$ cat src/rtl/core/rbia_pkg.sv
// Shared types and constants for the region bitmap index allocator.
// Used by rbia_ctrl, rbia_dp and the top level; no dependencies.
`timescale 1ns / 1ps
`default_nettype none

package rbia_pkg;

    localparam int REGION_SIZE   = 1024;
    localparam int REGION_COUNT  = 3;
    localparam int WORD_BITS     = 32;

    localparam int TOTAL_ENTRIES = REGION_SIZE * REGION_COUNT;
    localparam int MAP_WORDS     = (TOTAL_ENTRIES + WORD_BITS - 1) / WORD_BITS;
    localparam int REGION_WORDS  = REGION_SIZE / WORD_BITS;

    localparam int OP_W    = 2;
    localparam int REG_W   = 2;
    localparam int IDX_W   = 12;
    localparam int ST_W    = 2;

    localparam int BIT_W   = $clog2(WORD_BITS);
    localparam int WADDR_W = $clog2(MAP_WORDS);
    localparam int ROFF_W  = (REGION_WORDS > 1) ? $clog2(REGION_WORDS) : 1;
    localparam int BND_W   = $clog2(TOTAL_ENTRIES) + 1;

    localparam int IN_TDATA_W  = 16;
    localparam int OUT_TDATA_W = 16;
    localparam int OUT_PAD_W   = OUT_TDATA_W - IDX_W - ST_W;

    typedef enum logic [OP_W-1:0] {
        OP_FIND    = 2'd0,
        OP_CLAIM   = 2'd1,
        OP_RELEASE = 2'd2,
        OP_NONE    = 2'd3
    } t_op;

    typedef enum logic [ST_W-1:0] {
        ST_OK        = 2'd0,
        ST_NONE_FREE = 2'd1,
        ST_IN_USE    = 2'd2,
        ST_OUTSIDE   = 2'd3
    } t_status;

    // controller -> datapath
    typedef struct packed {
        logic    latch_req;
        logic    scan_start;
        logic    scan_next;
        logic    rmw_read;
        logic    map_write;
        logic    res_load;
        logic    res_use_found;
        t_status res_status;
        logic    out_load;
    } t_dp_cmd;

    // datapath -> controller
    typedef struct packed {
        t_op  op;
        logic region_ok;
        logic in_region;
        logic word_has_free;
        logic scan_last;
        logic bit_used;
        logic out_free;
    } t_dp_stat;

endpackage

`default_nettype wire

$ cat src/rtl/core/region_bitmap_index_allocator.sv
// Region bitmap index allocator: usage bitmap split into equal regions with
// first-fit find, claim and release. Uses rbia_pkg, rbia_ctrl and rbia_dp.
//
// Usage:
//   Request channel (s_t*): one beat per request with opcode, region and
//   absolute entry index. Result channel (m_t*): exactly one beat per
//   request with found index and status, in request order.
//   Requests are handled one at a time. Claim and release pass from accept
//   to result valid through decode and map read, check/write, and output.
//   Find reads one 32-bit map word per cycle from the map memory and stops
//   at the first word with a clear bit, or after the last word of the
//   region when the region is full with no free entry.
//   Rejected requests (bad region, index outside region, unused opcode)
//   answer from decode without a map access. The next request is taken
//   only once the result has been loaded into the output register.
//   Reset clears the per-word valid bits, so the whole map reads as free at
//   once; there is no clearing pass. A stalled result sits in the output
//   register; the next request is still taken and worked on, and its
//   result waits for the output register to empty.
`timescale 1ns / 1ps
`default_nettype none

module region_bitmap_index_allocator (
    input  wire logic                              i_clk,
    input  wire logic                              i_rst_n,
    input  wire logic                              i_s_tvalid,
    output logic                                   o_s_tready,
    // [1:0] opcode, [3:2] region, [15:4] entry_index
    input  wire logic [rbia_pkg::IN_TDATA_W-1:0]   i_s_tdata,
    output logic                                   o_m_tvalid,
    input  wire logic                              i_m_tready,
    // [11:0] found_index, [13:12] status, [15:14] zero
    output logic [rbia_pkg::OUT_TDATA_W-1:0]       o_m_tdata
);
    import rbia_pkg::*;

    t_dp_cmd  dp_cmd;
    t_dp_stat dp_stat;

    rbia_ctrl u_ctrl (
        .i_clk      (i_clk),
        .i_rst_n    (i_rst_n),
        .i_s_tvalid (i_s_tvalid),
        .o_s_tready (o_s_tready),
        .i_stat     (dp_stat),
        .o_cmd      (dp_cmd)
    );

    rbia_dp u_dp (
        .i_clk       (i_clk),
        .i_rst_n     (i_rst_n),
        .i_cmd       (dp_cmd),
        .o_stat      (dp_stat),
        .i_req_tdata (i_s_tdata),
        .o_m_tvalid  (o_m_tvalid),
        .i_m_tready  (i_m_tready),
        .o_m_tdata   (o_m_tdata)
    );

endmodule

`default_nettype wire

$ cat src/rtl/core/rbia_ctrl.sv
// Controller state machine for the region bitmap index allocator.
// Depends on rbia_pkg for the command and status structs.
`timescale 1ns / 1ps
`default_nettype none

module rbia_ctrl (
    input  wire logic              i_clk,
    input  wire logic              i_rst_n,
    input  wire logic              i_s_tvalid,
    output logic                   o_s_tready,
    input  wire rbia_pkg::t_dp_stat i_stat,
    output rbia_pkg::t_dp_cmd      o_cmd
);
    import rbia_pkg::*;

    typedef enum logic [4:0] {
        S_IDLE   = 5'b00001,
        S_DECODE = 5'b00010,
        S_SCAN   = 5'b00100,
        S_RMW    = 5'b01000,
        S_FINISH = 5'b10000
    } t_state;

    t_state r_state;
    t_state n_state;

    always_ff @(posedge i_clk) begin
        if (!i_rst_n) begin
            r_state <= S_IDLE;
        end else begin
            r_state <= n_state;
        end
    end

    assign o_s_tready = (r_state == S_IDLE);

    always_comb begin
        n_state = r_state;
        o_cmd   = '0;
        o_cmd.res_status = ST_OK;
        case (r_state)
            S_IDLE: begin
                if (i_s_tvalid) begin
                    o_cmd.latch_req = 1'b1;
                    n_state         = S_DECODE;
                end
            end
            S_DECODE: begin
                if (i_stat.op == OP_NONE) begin
                    o_cmd.res_load   = 1'b1;
                    o_cmd.res_status = ST_OK;
                    n_state          = S_FINISH;
                end else if (!i_stat.region_ok) begin
                    o_cmd.res_load   = 1'b1;
                    o_cmd.res_status = ST_OUTSIDE;
                    n_state          = S_FINISH;
                end else if (i_stat.op == OP_FIND) begin
                    o_cmd.scan_start = 1'b1;
                    n_state          = S_SCAN;
                end else if (!i_stat.in_region) begin
                    o_cmd.res_load   = 1'b1;
                    o_cmd.res_status = ST_OUTSIDE;
                    n_state          = S_FINISH;
                end else begin
                    o_cmd.rmw_read = 1'b1;
                    n_state        = S_RMW;
                end
            end
            S_SCAN: begin
                // one map word checked per cycle, next word read in parallel
                if (i_stat.word_has_free) begin
                    o_cmd.res_load      = 1'b1;
                    o_cmd.res_use_found = 1'b1;
                    o_cmd.res_status    = ST_OK;
                    n_state             = S_FINISH;
                end else if (i_stat.scan_last) begin
                    o_cmd.res_load   = 1'b1;
                    o_cmd.res_status = ST_NONE_FREE;
                    n_state          = S_FINISH;
                end else begin
                    o_cmd.scan_next = 1'b1;
                end
            end
            S_RMW: begin
                o_cmd.res_load = 1'b1;
                if (i_stat.op == OP_CLAIM && i_stat.bit_used) begin
                    o_cmd.res_status = ST_IN_USE;
                end else begin
                    o_cmd.map_write  = 1'b1;
                    o_cmd.res_status = ST_OK;
                end
                n_state = S_FINISH;
            end
            S_FINISH: begin
                if (i_stat.out_free) begin
                    o_cmd.out_load = 1'b1;
                    n_state        = S_IDLE;
                end
            end
            default: begin
                n_state = S_IDLE;
            end
        endcase
    end

endmodule

`default_nettype wire

$ cat src/rtl/core/rbia_dp.sv
// Datapath for the region bitmap index allocator: request registers, usage
// map memory with per-word valid bits, scan logic and output register.
// Depends on rbia_pkg.
`timescale 1ns / 1ps
`default_nettype none

module rbia_dp (
    input  wire logic                              i_clk,
    input  wire logic                              i_rst_n,
    input  wire rbia_pkg::t_dp_cmd                 i_cmd,
    output rbia_pkg::t_dp_stat                     o_stat,
    input  wire logic [rbia_pkg::IN_TDATA_W-1:0]   i_req_tdata,
    output logic                                   o_m_tvalid,
    input  wire logic                              i_m_tready,
    output logic [rbia_pkg::OUT_TDATA_W-1:0]       o_m_tdata
);
    import rbia_pkg::*;

    // request
    t_op               r_op;
    logic [REG_W-1:0]  r_region;
    logic [IDX_W-1:0]  r_idx;

    // usage map
    logic [WORD_BITS-1:0] r_mem [MAP_WORDS];
    logic [MAP_WORDS-1:0] r_valid;
    logic [WORD_BITS-1:0] r_rd_data;
    logic                 r_rd_vld;

    // scan position: word held in r_rd_data and its offset within the region
    logic [WADDR_W-1:0] r_scan_word;
    logic [ROFF_W-1:0]  r_scan_off;

    // result and output register
    logic [IDX_W-1:0]   r_res_found;
    t_status            r_res_status;
    logic               r_m_tvalid;
    logic [IDX_W-1:0]   r_m_found;
    t_status            r_m_status;

    logic [BND_W-1:0]     lo_bound;
    logic [BND_W-1:0]     hi_bound;
    logic [BND_W-1:0]     idx_ext;
    logic [WADDR_W-1:0]   req_word;
    logic [BIT_W-1:0]     bit_sel;
    logic [WADDR_W-1:0]   start_word;
    logic [WORD_BITS-1:0] word_cur;
    logic [WORD_BITS-1:0] zero_oh;
    logic [BIT_W-1:0]     zero_pos;
    logic [WORD_BITS-1:0] bit_mask;
    logic [WORD_BITS-1:0] wr_data;
    logic                 rd_en;
    logic [WADDR_W-1:0]   rd_addr;
    logic [IDX_W-1:0]     found_idx;

    assign lo_bound   = BND_W'(r_region) * BND_W'(REGION_SIZE);
    assign hi_bound   = lo_bound + BND_W'(REGION_SIZE);
    assign idx_ext    = BND_W'(r_idx);
    assign req_word   = WADDR_W'(r_idx[IDX_W-1:BIT_W]);
    assign bit_sel    = r_idx[BIT_W-1:0];
    assign start_word = WADDR_W'(int'(r_region) * REGION_WORDS);

    // a word never written reads as all free
    assign word_cur = r_rd_vld ? r_rd_data : '0;

    // isolate lowest clear bit, then encode it
    assign zero_oh = ~word_cur & (word_cur + WORD_BITS'(1));

    always_comb begin
        zero_pos = '0;
        for (int b = 0; b < WORD_BITS; b++) begin
            if (zero_oh[b]) begin
                zero_pos = zero_pos | BIT_W'(b);
            end
        end
    end

    assign found_idx = IDX_W'({r_scan_word, zero_pos});
    assign bit_mask  = WORD_BITS'(1) << bit_sel;
    assign wr_data   = (r_op == OP_CLAIM) ? (word_cur | bit_mask) : (word_cur & ~bit_mask);

    always_comb begin
        rd_en   = 1'b0;
        rd_addr = req_word;
        if (i_cmd.scan_start) begin
            rd_en   = 1'b1;
            rd_addr = start_word;
        end else if (i_cmd.scan_next) begin
            rd_en   = 1'b1;
            rd_addr = r_scan_word + WADDR_W'(1);
        end else if (i_cmd.rmw_read) begin
            rd_en   = 1'b1;
            rd_addr = req_word;
        end
    end

    always_ff @(posedge i_clk) begin
        if (i_cmd.latch_req) begin
            r_op     <= t_op'(i_req_tdata[OP_W-1:0]);
            r_region <= i_req_tdata[OP_W +: REG_W];
            r_idx    <= i_req_tdata[OP_W+REG_W +: IDX_W];
        end
        if (rd_en) begin
            r_rd_data <= r_mem[rd_addr];
        end
        if (i_cmd.map_write) begin
            r_mem[req_word] <= wr_data;
        end
        if (i_cmd.scan_start) begin
            r_scan_word <= start_word;
            r_scan_off  <= '0;
        end else if (i_cmd.scan_next) begin
            r_scan_word <= r_scan_word + WADDR_W'(1);
            r_scan_off  <= r_scan_off + ROFF_W'(1);
        end
        if (i_cmd.res_load) begin
            r_res_status <= i_cmd.res_status;
            r_res_found  <= i_cmd.res_use_found ? found_idx : '0;
        end
        if (i_cmd.out_load) begin
            r_m_found  <= r_res_found;
            r_m_status <= r_res_status;
        end
    end

    always_ff @(posedge i_clk) begin
        if (!i_rst_n) begin
            r_valid    <= '0;
            r_rd_vld   <= 1'b0;
            r_m_tvalid <= 1'b0;
        end else begin
            if (rd_en) begin
                r_rd_vld <= r_valid[rd_addr];
            end
            if (i_cmd.map_write) begin
                r_valid[req_word] <= 1'b1;
            end
            if (i_cmd.out_load) begin
                r_m_tvalid <= 1'b1;
            end else if (i_m_tready) begin
                r_m_tvalid <= 1'b0;
            end
        end
    end

    assign o_stat.op            = r_op;
    assign o_stat.region_ok     = (int'(r_region) < REGION_COUNT);
    assign o_stat.in_region     = (idx_ext >= lo_bound) && (idx_ext < hi_bound);
    assign o_stat.word_has_free = ~&word_cur;
    assign o_stat.scan_last     = (r_scan_off == ROFF_W'(REGION_WORDS - 1));
    assign o_stat.bit_used      = word_cur[bit_sel];
    assign o_stat.out_free      = !r_m_tvalid || i_m_tready;

    assign o_m_tvalid = r_m_tvalid;
    assign o_m_tdata  = {{OUT_PAD_W{1'b0}}, r_m_status, r_m_found};

endmodule

`default_nettype wire
$ cat config.mk
export PLATFORM = sky130hd
export DESIGN_NAME = region_bitmap_index_allocator
export DESIGN_NICKNAME = d
export VERILOG_FILES = /design/src/rtl/core/rbia_pkg.sv /design/src/rtl/core/region_bitmap_index_allocator.sv /design/src/rtl/core/rbia_ctrl.sv /design/src/rtl/core/rbia_dp.sv
export SDC_FILE = /design/constraint.sdc
export NUM_CORES = 2
export LEC_CHECK = 0
export ABC_CLOCK_PERIOD_IN_PS = 12250
export BUFFER_PORTS_ARGS = -buffer_cell sky130_fd_sc_hd__buf_2
export CAP_MARGIN = 10
export CORE_ASPECT_RATIO = 1.5
export CORE_MARGIN = 2
export CORE_UTILIZATION = 30
export DETAILED_ROUTE_END_ITERATION = 10
export GPL_ROUTABILITY_DRIVEN = 0
export PLACE_DENSITY_LB_ADDON = 0.08
export REMOVE_ABC_BUFFERS = 1
export SLEW_MARGIN = 20
export SYNTH_ARGS = -nofsm -noshare
export SYNTH_HDL_FRONTEND = slang
export SYNTH_SLANG_ARGS = --single-unit
$ cat constraint.sdc
create_clock -name i_clk -period 12.25 [get_ports i_clk]
set_input_delay 1.8375 -clock i_clk [delete_from_list [all_inputs] [get_ports i_clk]]
set_output_delay 1.8375 -clock i_clk [all_outputs]
set_load 0.01 [all_outputs]
==> results by group <==
STA
  – Post-layout minimum cycle time: about 7.5 ns
  – Achievable Freq: between 100 and 150 MHz
  – Slew Viols, Final: 0
  – Setup violations, final: 0
  – Setup Skew: a little over 0.07 ns
  – Final period utilization: 0.610
  – Relative slew slack: 0.153
  – Slew @ Worst Pin: around 1.3 ns
  – Unrepaired setup endpoints after global routing: no
  – Setup TNS: 0 ns
  – Fin. Hold Viols: 0

Die
  – Initial Utilization: 0.301
  – Die X: 538 um
  – I/O pins: 38
  – # rows: between 200 and 300
  – Die ar.: 433000 um^2
  – Die Height: between 800 and 900 um
  – Core area: approximately 430000 um^2

Worst setup path
  – Crit Path Max Fanout: a little under 80
  – Startpoint Class: flip-flop
  – Crit. End Element: flip-flop
  – Setup Crit Path Kind: flip-flop to flip-flop
  – CP required: 12.91 ns
  – Worst R2R Start: u_dp.r_rd_vld
  – Largest stage delay on the critical path: about 0.71 ns
  – CP max-delay cell: o221ai_1
  – CP startpoint: u_dp.r_rd_vld
  – Crit path cell chain: buf_4 -> nand2_1 -> nor3_1 -> nand3_1 -> o211ai_4 -> buf_4 -> and2_4 -> buf_12 -> buf_4 -> mux2i_1 -> o22ai_1 -> nor4_1 -> nor4_2 -> buf_4 -> o221ai_1 -> nor2_1
  – Crit-path most repeated cell: buf_4
  – CP Data Arrival Time: around 8.1 ns

Clock tree
  – Clk root buf: clkbuf_16
  – CTS buffer count: 338
  – CTS tree: done
  – Post-CTS resize count: 0
  – Clock sink total: approximately 3.3k
  – Reg clk slew, reported paths: around 0.07 ns
  – H-Tree Depth: 5
  – CTS Buffer Depth: 4
  – Worst-skew pair later-pin latency: approximately 0.95 ns
  – Hold-fix buffers, CTS: 0
  – Setup Fix Bufs, Post-CTS: 0

Placed design
  – Post-DP HPWL: approximately 290000 um
  – PortBufs: 35

Yosys
  – Area contributors post-synth: edfxtp_1, nand2_1, mux2i_1
  – Synth Register Bits: 3263
  – Post-synth EDFFs: ~3.2k
  – Syn avg cell area: around 14 um^2
  – Cell taking the most area after synthesis: edfxtp_1
  – Sequential area share after synthesis: 0.754
  – Post-synth top cells: edfxtp_1, nand2_1, nand3_1, mux2i_1, a21oi_1
  – Post-synthesis instance area: about 130000 um^2
  – Post-synth ARST share: 0
  – Synth top area share: 0.737
  – Count leader, synth: edfxtp_1
  – Dominant synthesized flop cell: edfxtp_1
  – Synth Warn #: 0
  – Synth unique cells: 78
  – Cells after synthesis: just over 9k

Power and ir drop
  – Pint: 18.2 mW
  – Sw power: a little under 6 mW
  – Pwr Total: roughly 24 mW
  – Comb power frac: 0.071
  – Switch share: 0.243
  – PD cells: about 160 nW/um^2
  – Sequential power share: 0.503
  – Clk pwr share: 0.426
  – Static leakage: roughly 52 nW
  – Max VDD drop: 0.000101 V

Worst hold path
  – Worst hold-check path type: flip-flop to flip-flop
  – Worst hold start: u_dp.r_res_found[5]

Global routing
  – First-pass GRT wire length: approximately 700000 um
  – Vias in the first global route: slightly above 80k
  – Grt total ovfl: 0
  – GRT Overall Usage: 0.235
  – Initial antenna violation count: 37
  – Pin count of the biggest net entering global routing: 138

Detailed routing
  – Drc violations: 0
  – Initial DRC Count: roughly 8.5k
  – Drt pass-1 iters: 5
  – Routed WL: 519000 um
  – Via density: between 5 and 6
  – Routed via count: between 80k and 90k
  – DR WL/cell: approximately 34 um
  – DRT antenna net count: 0

Cells and area
  – Layout cells sized above 1: 0.111
  – Fillers: between 40k and 50k
  – Final #Nets: 9371
  – Layout area overhead: 15.4%
  – Post-layout util: 0.347

Run
  – Max Cap Violations: 0

Status
  – Status: completed
[area by class of cell]
class	instances	area (um^2)	share of cell area
inverter	26	97.6	0.000659
sequential	3263	96900	0.654
clock buffer	464	9440	0.0637
timing repair buffer	398	3330	0.0224
multi-input combinational	5316	30200	0.204
tap	5624	7040	0.0475
clock inverter	131	1170	0.00787
antenna	3	7.51	0.0000507
[registers in the layout, indices dropped and copies added, names as in the netlist]
register and count:
u_ctrl.r_state 5, u_dp.r_m_found 12, u_dp.r_valid 96, u_dp.r_op 2, u_dp.r_mem 3072, u_dp.r_rd_vld 1
u_dp.r_rd_data 32, u_dp.r_region 2, u_dp.o_m_tvalid 1, u_dp.r_scan_word 7, u_dp.r_idx 12, u_dp.r_res_found 12
u_dp.r_m_status 2, u_dp.r_res_status 2, u_dp.r_scan_off 5
[per-layer routing]
metal / vias up / track usage / wire length (um)
met5: - / 0 / 61
met4: 8 / 0.0915 / 23200
met3: 741 / 0.0275 / 25200
met2: 2630 / 0.407 / 258000
met1: 43300 / 0.298 / 213000
li1: 35000 / - / -
[metrics by stage]
stage | hold WS, ns | area (um^2) | cells | setup slack (ns)
final | 0.417 | 148000 | 15200 | 4.77
after floorplan | 0.400 | 126000 | 8605 | -32.14
after global placement | 0.410 | 137000 | 14600 | 3.75
after CTS | 0.420 | 148000 | 15200 | 4.82
after detailed placement | 0.405 | 137000 | 14600 | 4.77
after global routing | 0.422 | 148000 | 15200 | 4.55
[final timing paths]
check             depth (start not counted)                 to  slack, ns
hold / removal                            0  u_dp.r_m_found[5]       0.42
setup reg to reg                         16  u_dp.r_rd_data[5]       4.77
hold reg to reg                           0  u_dp.r_m_found[5]       0.42
setup / recovery                         16  u_dp.r_rd_data[5]       4.77
[power groups by stage]
stage | clock network, mW | registers, mW | logic [mW]
after floorplan | 0 | 12.4 | 1.16
after global placement | 0 | 12.4 | 1.71
after detailed placement | 0 | 12.4 | 1.72
after CTS | 10.5 | 12.1 | 1.73
after global routing | 10.8 | 12.1 | 1.77
final | 10.2 | 12.1 | 1.71
[kinds of logic (layout without fill, tap and decap cells)]
kind of cell | Yosys count | in the layout | synth area share
compound gates | 1325 | 1325 | 0.0661
xor+xnor | 12 | 12 | 0.000819
fa+ha+maj | 8 | 8 | 0.000780
buf+inv | 619 | 1019 | 0.0230
flops | 3263 | 3263 | 0.754
mux | 478 | 478 | 0.0375
other cells | 1 | 5 | 0.0000292
simple gates | 3491 | 3491 | 0.117
[cell usage in the layout (no fill, tap or decap), drive strengths merged, types with 80 or more instances in the layout]
| cell type | n |
|---|---|
| a32oi | 118 |
| nand4 | 135 |
| o21ai | 86 |
| a211oi | 80 |
| edfxtp | 3150 |
| nor4 | 162 |
| a31oi | 165 |
| dfxtp | 113 |
| nand3 | 592 |
| nand2 | 2228 |
| clkbuf | 464 |
| nor2 | 186 |
| a21oi | 457 |
| mux2i | 474 |
| clkinv | 104 |
| o22ai | 159 |
| o21a | 99 |
| buf | 398 |
[critical path, delay by kind of cell (launching register included)]
| kind | cells | cell delay [ns] |
|---|---|---|
| simple gates | 7 | 3.05 |
| buf+inv | 5 | 2.12 |
| compound gates | 3 | 1.17 |
| flops | 1 | 0.31 |
| mux | 1 | 0.28 |
Power figures use the tool's default switching activity.
